`src/rtl/core/socks5_udp_header_stripper_defines.svh`:
```
// ---------------------------------------------------------------------------
// socks5_udp_header_stripper_defines
// Assertion macros for the SOCKS5 UDP header stripper.
// ---------------------------------------------------------------------------
`ifndef SOCKS5_UDP_HEADER_STRIPPER_DEFINES_SVH
`define SOCKS5_UDP_HEADER_STRIPPER_DEFINES_SVH

`ifndef SYNTHESIS
`define S5UHS_ASSERT_IMP(lbl, clk, rst, ante, cons, msg) \
   lbl: assert property (@(posedge clk) disable iff (rst) (ante) |-> (cons)) \
      else $error(msg);
`define S5UHS_ASSERT_NEXT(lbl, clk, rst, ante, cons, msg) \
   lbl: assert property (@(posedge clk) disable iff (rst) (ante) |=> (cons)) \
      else $error(msg);
`else
`define S5UHS_ASSERT_IMP(lbl, clk, rst, ante, cons, msg)
`define S5UHS_ASSERT_NEXT(lbl, clk, rst, ante, cons, msg)
`endif

`endif

```
`src/rtl/core/s5uhs_pkg.sv`:
```
// ---------------------------------------------------------------------------
// s5uhs_pkg
// Types and constants shared by the SOCKS5 UDP header stripper.
// ---------------------------------------------------------------------------
package s5uhs_pkg;

   localparam int unsigned HDR_POS_W = 9;

   localparam logic [HDR_POS_W-1:0] POS_ATYP        = 9'd3;
   localparam logic [HDR_POS_W-1:0] POS_ALEN        = 9'd4;
   localparam logic [HDR_POS_W-1:0] LEN_IPV4        = 9'd10;
   localparam logic [HDR_POS_W-1:0] LEN_IPV6        = 9'd22;
   localparam logic [HDR_POS_W-1:0] LEN_DOMAIN_BASE = 9'd7;

   localparam logic [7:0] ATYP_IPV4   = 8'd1;
   localparam logic [7:0] ATYP_DOMAIN = 8'd3;
   localparam logic [7:0] ATYP_IPV6   = 8'd4;

   typedef enum logic [1:0] {
      STATUS_PAYLOAD = 2'd0,
      STATUS_DROPPED = 2'd1,
      STATUS_EMPTY   = 2'd2
   } status_type;

   typedef struct packed {
      logic       valid;
      logic [7:0] data;
      logic       last;
      status_type status;
   } result_type;

endpackage

```
`src/rtl/core/s5uhs_parser.sv`:
```
// ---------------------------------------------------------------------------
// s5uhs_parser
// Per-datagram header walker: tracks header position and length, strips
// nested headers and produces at most one result per accepted byte.
// ---------------------------------------------------------------------------
module s5uhs_parser
   import s5uhs_pkg::*;
(
   input  logic             clock,
   input  logic             reset,
   input  logic             accept,
   input  logic [7:0]       data_byte,
   input  logic             last_byte,
   input  logic [1:0]       strip_count,
   output result_type       result
);

   logic [1:0]           headers_left_ff, headers_left_in;
   logic [HDR_POS_W-1:0] header_pos_ff, header_pos_in;
   logic [HDR_POS_W-1:0] header_len_ff, header_len_in;
   logic                 bad_header_ff, bad_header_in;
   logic                 in_payload_ff, in_payload_in;
   logic                 mid_datagram_ff, mid_datagram_in;

   always_comb begin
      headers_left_in = headers_left_ff;
      header_pos_in   = header_pos_ff;
      header_len_in   = header_len_ff;
      bad_header_in   = bad_header_ff;
      in_payload_in   = in_payload_ff;
      result          = '{valid: 1'b0, data: 8'd0, last: 1'b0, status: STATUS_PAYLOAD};

      if (!mid_datagram_ff) begin
         headers_left_in = strip_count;
         header_pos_in   = '0;
         header_len_in   = '0;
         bad_header_in   = 1'b0;
         in_payload_in   = (strip_count == 2'd0);
      end

      if (bad_header_in) begin
         // swallow to end of datagram
      end else if (in_payload_in) begin
         result.valid = 1'b1;
         result.data  = data_byte;
         result.last  = last_byte;
      end else begin
         if (header_pos_in == POS_ATYP) begin
            priority if (data_byte == ATYP_IPV4) begin
               header_len_in = LEN_IPV4;
            end else if (data_byte == ATYP_IPV6) begin
               header_len_in = LEN_IPV6;
            end else if (data_byte == ATYP_DOMAIN) begin
               header_len_in = '0;
            end else begin
               bad_header_in = 1'b1;
            end
         end else if (header_pos_in == POS_ALEN && header_len_in == '0) begin
            header_len_in = LEN_DOMAIN_BASE + HDR_POS_W'(data_byte);
         end
         header_pos_in = header_pos_in + 9'd1;
         if (!bad_header_in && header_len_in != '0 && header_pos_in == header_len_in) begin
            headers_left_in = headers_left_in - 2'd1;
            header_pos_in   = '0;
            header_len_in   = '0;
            if (headers_left_in == 2'd0) begin
               in_payload_in = 1'b1;
            end
         end
      end

      if (last_byte && !result.valid) begin
         result.valid  = 1'b1;
         result.last   = 1'b1;
         result.status = (bad_header_in || !in_payload_in) ? STATUS_DROPPED : STATUS_EMPTY;
      end

      mid_datagram_in = !last_byte;
   end

   always_ff @(posedge clock) begin
      if (reset) begin
         headers_left_ff <= '0;
         header_pos_ff   <= '0;
         header_len_ff   <= '0;
         bad_header_ff   <= 1'b0;
         in_payload_ff   <= 1'b0;
         mid_datagram_ff <= 1'b0;
      end else if (accept) begin
         headers_left_ff <= headers_left_in;
         header_pos_ff   <= header_pos_in;
         header_len_ff   <= header_len_in;
         bad_header_ff   <= bad_header_in;
         in_payload_ff   <= in_payload_in;
         mid_datagram_ff <= mid_datagram_in;
      end
   end

endmodule

```
`src/rtl/core/socks5_udp_header_stripper.sv`:
```
// ---------------------------------------------------------------------------
// socks5_udp_header_stripper
// Strips hop_count - 1 nested SOCKS5 UDP headers from a byte stream, with hop_count clamped to 1..MAX_HOPS.
// An accepted req word's rsp word, if it has one, is registered and appears in the cycle after acceptance.
// Throughput: 1 word per cycle while rsp_tready is high; the output register refills as it drains.
// Reset: synchronous; hop_count returns to 1, datagram state and rsp_tvalid clear.
// ---------------------------------------------------------------------------
`include "socks5_udp_header_stripper_defines.svh"

module socks5_udp_header_stripper
   import s5uhs_pkg::*;
#(
   parameter int unsigned MAX_HOPS = 3
)(
   input  logic       clock,
   input  logic       reset,
   input  logic       csr_we,
   input  logic [1:0] csr_wdata,     // hop_count
   input  logic       req_tvalid,
   output logic       req_tready,
   input  logic [7:0] req_tdata,     // [7:0] data_byte
   input  logic       req_tlast,     // last_byte
   output logic       rsp_tvalid,
   input  logic       rsp_tready,
   output logic [7:0] rsp_tdata,     // [7:0] out_byte
   output logic       rsp_tlast,     // out_last
   output logic [1:0] rsp_tuser      // [1:0] status
);

   localparam logic [1:0] MAX_HOPS_C = 2'(MAX_HOPS);

   logic [1:0] hop_count_ff;
   logic [1:0] hop_sat;
   logic [1:0] strip_count;
   logic       req_accept;
   result_type result;

   logic       rsp_valid_ff;
   logic [7:0] rsp_data_ff;
   logic       rsp_last_ff;
   status_type rsp_status_ff;

   always_ff @(posedge clock) begin
      if (reset) begin
         hop_count_ff <= 2'd1;
      end else if (csr_we) begin
         hop_count_ff <= csr_wdata;
      end
   end

   always_comb begin
      hop_sat = hop_count_ff;
      if (hop_sat == 2'd0) begin
         hop_sat = 2'd1;
      end
      if (hop_sat > MAX_HOPS_C) begin
         hop_sat = MAX_HOPS_C;
      end
      strip_count = hop_sat - 2'd1;
   end

   assign req_tready = !rsp_valid_ff || rsp_tready;
   assign req_accept = req_tvalid && req_tready;

   s5uhs_parser u_parser (
      .clock       (clock),
      .reset       (reset),
      .accept      (req_accept),
      .data_byte   (req_tdata),
      .last_byte   (req_tlast),
      .strip_count (strip_count),
      .result      (result)
   );

   always_ff @(posedge clock) begin
      if (reset) begin
         rsp_valid_ff <= 1'b0;
      end else if (req_accept) begin
         rsp_valid_ff <= result.valid;
      end else if (rsp_tready) begin
         rsp_valid_ff <= 1'b0;
      end
   end

   always_ff @(posedge clock) begin
      if (req_accept && result.valid) begin
         rsp_data_ff   <= result.data;
         rsp_last_ff   <= result.last;
         rsp_status_ff <= result.status;
      end
   end

   assign rsp_tvalid = rsp_valid_ff;
   assign rsp_tdata  = rsp_data_ff;
   assign rsp_tlast  = rsp_last_ff;
   assign rsp_tuser  = rsp_status_ff;

   `S5UHS_ASSERT_NEXT(a_last_gives_word, clock, reset, req_accept && req_tlast, rsp_tvalid, "no word for last byte")
   `S5UHS_ASSERT_IMP(a_drop_is_final, clock, reset, rsp_tvalid && rsp_tuser != STATUS_PAYLOAD, rsp_tlast && rsp_tdata == 8'd0, "status word not final or not zero")
   `S5UHS_ASSERT_IMP(a_ready_when_empty, clock, reset, !rsp_tvalid, req_tready, "stalled with empty output")

endmodule
```
`config.mk`:
```
export PLATFORM = sky130hd
export DESIGN_NAME = socks5_udp_header_stripper
export DESIGN_NICKNAME = d
export VERILOG_FILES = /design/src/rtl/core/s5uhs_pkg.sv /design/src/rtl/core/s5uhs_parser.sv /design/src/rtl/core/socks5_udp_header_stripper.sv
export VERILOG_INCLUDE_DIRS = /design/src /design/src/rtl/core
export SDC_FILE = /design/constraint.sdc
export NUM_CORES = 1
export LEC_CHECK = 0
export BUFFER_PORTS_ARGS = -buffer_cell sky130_fd_sc_hd__clkbuf_2
export CAP_MARGIN = 20
export CELL_PAD_IN_SITES_DETAIL_PLACEMENT = 1
export CELL_PAD_IN_SITES_GLOBAL_PLACEMENT = 1
export CORE_ASPECT_RATIO = 1.25
export CORE_MARGIN = 4
export CORE_UTILIZATION = 48
export DETAILED_ROUTE_END_ITERATION = 12
export PLACE_DENSITY_LB_ADDON = 0.1
export SKIP_CTS_REPAIR_TIMING = 1
export SLEW_MARGIN = 15
export SYNTH_ARGS = -nofsm -noshare
export SYNTH_HDL_FRONTEND = slang
export SYNTH_HIERARCHICAL = 1
export SYNTH_SLANG_ARGS = --single-unit
```
`constraint.sdc`:
```
create_clock -name clock -period 10.37 [get_ports clock]
set_input_delay 0 -clock clock [delete_from_list [all_inputs] [get_ports clock]]
set_output_delay 0 -clock clock [all_outputs]
set_load 0.02 [all_outputs]
```
* Yosys cells after proc, flatten, opt, wreduce, memory -nomap -nowiden
Index checks and enable logic that the tools add are counted.
Widths: inputs -> output; s select.
** Word-level totals
- Register bits :: 37
- Output and inout bits :: 13
- Logic and storage cells :: 84
** Operators by class
- Add/sub/neg operators :: 4
- Magnitude comparators :: 1
- Equality and inequality tests :: 6
- Multiplexer cells :: 41
- Bitwise operators :: 1
- Reductions and logical operators :: 20
** Operator list (number)
- $mux 9 :: 15
- $mux 10 :: 2
- $mux 1 :: 17
- $mux 2 :: 7
- $add 3x8->9 const A :: 1
- $add 9x1->9 const B :: 1
- $eq 9x2->1 const B :: 1
- $eq 9x3->1 const B :: 1
- $eq 9x9->1 :: 1
- $logic_not 9->1 :: 1
- $reduce_bool 9->1 :: 1
- $eq 8x1->1 const B :: 1
- $eq 8x2->1 const B :: 1
- $eq 8x3->1 const B :: 1
- $logic_and 1x1->1 :: 6
- $logic_not 2->1 :: 3
- $logic_not 1->1 :: 5
- $sub 2x1->2 const B :: 2
- $gt 2x2->1 const B :: 1
- $logic_or 1x1->1 :: 2
- $reduce_bool 2->1 :: 1
- $reduce_or 2->1 :: 1
- $not 1->1 :: 1

* Logic depth before layout (Yosys ltp)
- Word-level depth :: 18
- Mapped depth :: 18
- Mapped depth without buffers :: 12

* Hierarchy
The synthesis kept the hierarchy.
** Modules (own cells, without submodules)
- s5uhs_parser :: times used 1, cells each 288, area an instance 2204.6 µm², sequential area each 460.4 µm²
- socks5_udp_header_stripper :: times used 1, cells each 25, area an instance 470.5 µm², sequential area each 390.4 µm²

* Worst setup path before layout
No wires, ideal clock.
- Path kind :: register to register
- Start point :: register u_parser.mid_datagram_ff
- End point :: register rsp_status_ff[0] (netlist: rsp_tuser[0]) (data pin)
- Library setup time :: 0.255 ns
- Arrival time :: 3.512 ns
- Data required time :: 10.115 ns
- Path slack :: 6.602 ns
- Cell stages (with the launch flop) :: 18
- Clock period less this slack :: 3.768 ns
- Cells stage by stage :: dfxtp_1 > buf_2 > buf_2 > buf_2 > buf_2 > nand2_1 > inv_1 > ha_1 > buf_2 > nor2b_1 > a31oi_4 > or2_4 > o32ai_2 > mux2_2 > nor4_4 > nand3_2 > or2_1 > and3b_1
** On the way
- Longest elaborated chain between the ends :: 16
** Ends and longest elaborated chain
- start: declaration :: line s5uhs_parser.sv:23 : logic mid_datagram_ff, mid_datagram_in;
- start signal: assignment :: line s5uhs_parser.sv:95 : mid_datagram_ff <= mid_datagram_in;
- $mux 9 :: line s5uhs_parser.sv:33 : if (!mid_datagram_ff) begin
- $eq 9x3->1 (tied with other cells) :: line s5uhs_parser.sv:58 : end else if (header_pos_in == POS_ALEN && header_len_in == '0) begin
- $logic_and 1x1->1 or $mux 9 (tied branches) :: line s5uhs_parser.sv:58, s5uhs_parser.sv:51
- $mux 9 (on tied branches) :: line s5uhs_parser.sv:58, s5uhs_parser.sv:49
- $mux 9 :: line s5uhs_parser.sv:48 : if (header_pos_in == POS_ATYP) begin
- $mux 9 :: line s5uhs_parser.sv:43 : end else if (in_payload_in) begin
- $mux 9 :: line s5uhs_parser.sv:41 : if (bad_header_in) begin
- $reduce_bool 9->1 :: line s5uhs_parser.sv:62 : if (!bad_header_in && header_len_in != '0 && header_pos_in == header_len_in) begin
- $logic_and 1x1->1 (2 in a row) :: line s5uhs_parser.sv:62
- $mux 1 :: line s5uhs_parser.sv:62
- $mux 1 :: line s5uhs_parser.sv:43
- $mux 1 :: line s5uhs_parser.sv:41
- $logic_not 1->1 :: line s5uhs_parser.sv:75 : result.status = (bad_header_in || !in_payload_in) ? STATUS_DROPPED : STATUS_EMPTY;
- $logic_or 1x1->1 :: line s5uhs_parser.sv:75
- $mux 2 :: line s5uhs_parser.sv:75
- end signal: assignment :: line socks5_udp_header_stripper.sv:89 : rsp_status_ff <= result.status;
- end: declaration :: line socks5_udp_header_stripper.sv:41 : status_type rsp_status_ff;
Parallel ways exist; a longest one is shown, timed or not. The select of a mux whose other input is x is not followed.
A chain may end at the register's enable or synchronous reset.

* Final worst setup path
Same ends and word-level chain as after synthesis.

==> flow_summary.json <==
{
  "outcome": "complete, but fails checks",
  "violations": "negative hold slack",
  "postRouteWirelength_um": 7220,
  "worstMarginPinSlew_ns": 0.917,
  "mean_routed_wirelength_per_cell_um": 18.0,
  "layout_min_cycle_time_ns": 4.08,
  "final_area_sq_mm": 0.00294,
  "drcViolationCount": 0,
  "cp.arrival_ns": 4.14,
  "yosys_warnings": 6,
  "dpl_cell_area_sq_mm": 0.00282,
  "vias_per_cell": 5.96,
  "ratio_of_total_power_to_cell_area_mw_per_mm2": 111,
  "num_antenna_cells": 0,
  "detailroute.via_count": 2396,
  "antenna_violations_before_repair": 0,
  "asyncSetResetFlopFracSynth": 0,
  "cts-buffers-inserted": 5,
  "synth_sequential_area_ratio": 0.318,
  "timing.critical_path.from_type": "flip-flop",
  "finalHoldViolCount": 2,
  "period_share": 0.394,
  "critical_path_required_ns": 10.43,
  "place_congestion": 0.894,
  "setup_repair_after_global_routing_missed_its_margin": "no",
  "grt_remaining_overflow": 0,
  "power.ir.vdd_worst_mv": 0.0511,
  "fp-row-count": 30,
  "worst_path_largest_cell_delay_ns": 0.40,
  "die_h_um": 91.5,
  "ant_nets": 0,
  "final_layout_worst_hold_slack_ns": -0.0145,
  "hp-class": "in2reg",
  "ys_types": 67,
  "total_leakage_power_nw": 1.11,
  "power.switching_uw": 101,
  "postSynthRegisterBits": 37,
  "drv_slew": 0,
  "layout.cells.most_common_list": "sky130_fd_sc_hd__nor2_1, sky130_fd_sc_hd__nand2_1, sky130_fd_sc_hd__clkbuf_2",
  "drt_pre_antenna_iters": 4,
  "core_region_area_sq_mm": 0.00541,
  "clkPwrFrac": 0.307,
  "layout-drive-gt1-share": 0.198,
  "clock_tree_from_tritoncts": "done",
  "syn_to_final_growth_pct": 9.96,
  "postSynthNetCount": 336,
  "power_uw": 328,
  "layout_setup_ws_ns": 6.29,
  "layout.cells.non_filler": 402,
  "boundaryPins": 29,
  "synthesis.instances": 313,
  "timing.final.setup_violations": 0,
  "h-tree-depth": 2,
  "power.share.switching": 0.308,
  "syn_avg_cell_area_sq_um": 8.55,
  "die_area_sq_mm": 0.00684,
  "vias_in_the_first_global_route": 2420,
  "cp_class": "reg2reg",
  "combinationalPowerShare": 0.202,
  "initialDrtViolationCount": 162,
  "tritoncts_num_sinks": 37,
  "groute.usage.overall": 0.224,
  "place_worst_setup_slack_ns": 6.33,
  "maxCapViolations": 0,
  "share_seq_of_total_power": 0.491,
  "layout.nets": 360,
  "dpl.cell_count": 390,
  "clock-root-buffer": "sky130_fd_sc_hd__clkbuf_8",
  "floorplan.die.width_um": 74.8,
  "post_synth_instance_area_sq_mm": 0.00268,
  "slew_headroom": 0.387,
  "start_util": 0.495,
  "fin_worst_skew_ns": 0.0120,
  "grt_first_pass_wirelength_um": 12100,
  "most_frequent_standard_cell_in_the_layout_excluding_fill_and_tap_cells": "sky130_fd_sc_hd__nor2_1",
  "clkLatencyLatePin_ns": 0.29,
  "post-dp-hpwl_um": 5530,
  "internal_power_uw": 227,
  "clock_tree.buffer_depth": 2,
  "synth_edf_count": 11,
  "clock.fmax_ghz": 0.245,
  "final.setup.tns_ns": 0,
  "critical_path_cell_list": "buf_4, nand2_1, inv_1, ha_1, nor2b_1, a31oi_4, or2_4, o32ai_2, mux2_2, nor4_4, nand3_2, or2_1, and3b_1",
  "synth_top_flop_cell": "sky130_fd_sc_hd__dfxtp_1",
  "cp_max_fo": 35,
  "worst_setup_path_end_kind": "flip-flop",
  "port_buffers": 28,
  "cts.reportedPaths.clkPinSlew_ns": 0.08,
  "grt_start_max_net_pins": 36,
  "layout.core_utilization": 0.544,
  "crit_path_top_delay_cell": "sky130_fd_sc_hd__mux2_2"
}
==> worst paths after layout <==
kind	startpoint	end	slack, ns	cells after the start
hold / removal	req_tvalid	rsp_tvalid	-0.01	3
hold reg to reg	u_parser/in_payload_ff	u_parser/in_payload_ff	0.51	2
setup / recovery	u_parser/mid_datagram_ff	rsp_tuser[0]	6.29	13
setup reg to reg	u_parser/mid_datagram_ff	rsp_tuser[0]	6.29	13
==> cell type report <==
class                   count  area (sq um)
fillers                   658          2460
well taps                  64          80.1
clock buffers               5          68.8
flip-flops and latches     37           851
repair buffers             34           195
clock inverters             3          16.3
multi-input cells         245          1680
inverters                  14          52.6
==> Yosys cell counts (all sizes together), types with 3 or more instances <==
cell    instances  area share
a211oi          3      0.0084
a21oi          13       0.026
a22oi          12       0.034
a31o            4       0.013
a31oi          10       0.031
and2           14       0.033
and3            3      0.0070
buf             9       0.024
clkbuf          8       0.011
dfxtp          26        0.19
edfxtp         11        0.12
ha              7       0.033
inv            14       0.020
nand2          28       0.039
nand2b          3      0.0098
nand3          12       0.024
nand4           6       0.014
nor2           32       0.046
nor2b           5       0.012
nor3           10       0.027
nor4            5       0.029
o21ai          12       0.022
or2             5       0.013
or3             4      0.0094
xnor2          12       0.039
xor2            6       0.020
==> critical path, delay by kind of cell (launching register included) <==
family | cells | cell delay, ns
and+or+nand+nor | 7 | 1.87
buffers and inverters | 2 | 0.44
AOI/OAI and AO/OA | 2 | 0.40
muxes | 1 | 0.40
adders and majority gates | 1 | 0.37
DFF | 1 | 0.34
==> state kept, by name (all words and copies together), names as in the netlist <==
name                      count
rsp_tlast                     1
u_parser/mid_datagram_ff      1
rsp_tdata                     8
u_parser/bad_header_ff        1
u_parser/in_payload_ff        1
u_parser/header_len_ff        9
rsp_tuser                     2
u_parser/headers_left_ff      2
hop_count_ff                  2
u_parser/header_pos_ff        9
rsp_tvalid                    1
==> power groups by stage <==
stage | Clock [mW] | Combinational, mW | Sequential (mW)
finish | 0.101 | 0.0661 | 0.161
global route | 0.112 | 0.0737 | 0.162
CTS | 0.105 | 0.0653 | 0.161
detailed placement | 0 | 0.0650 | 0.164
global placement | 0 | 0.0634 | 0.164
floorplan | 0 | 0.0420 | 0.168
==> routing by layer <==
metal / global-route usage / vias to the layer above / wire (um)
met3: 0.0354 / 7 / 258
met5: 0 / - / 0
met4: 0.0504 / 0 / 69
met2: 0.377 / 41 / 3710
li1: - / 1195 / -
met1: 0.294 / 1153 / 3180
==> cell families (layout without fill, tap and decap cells) <==
| logic type | after synthesis | after routing | synth area share |
|---|---|---|---|
| AO/OA/AOI/OAI | 78 | 78 | 0.223 |
| multiplexers | 4 | 4 | 0.0159 |
| buffers and inverters | 31 | 56 | 0.0547 |
| AND/OR/NAND/NOR | 138 | 138 | 0.297 |
| flip-flops | 37 | 37 | 0.318 |
| adder cells (fa/ha/maj) | 7 | 7 | 0.0327 |
| XOR/XNOR | 18 | 18 | 0.0589 |
(Power assumes the default switching activity.)
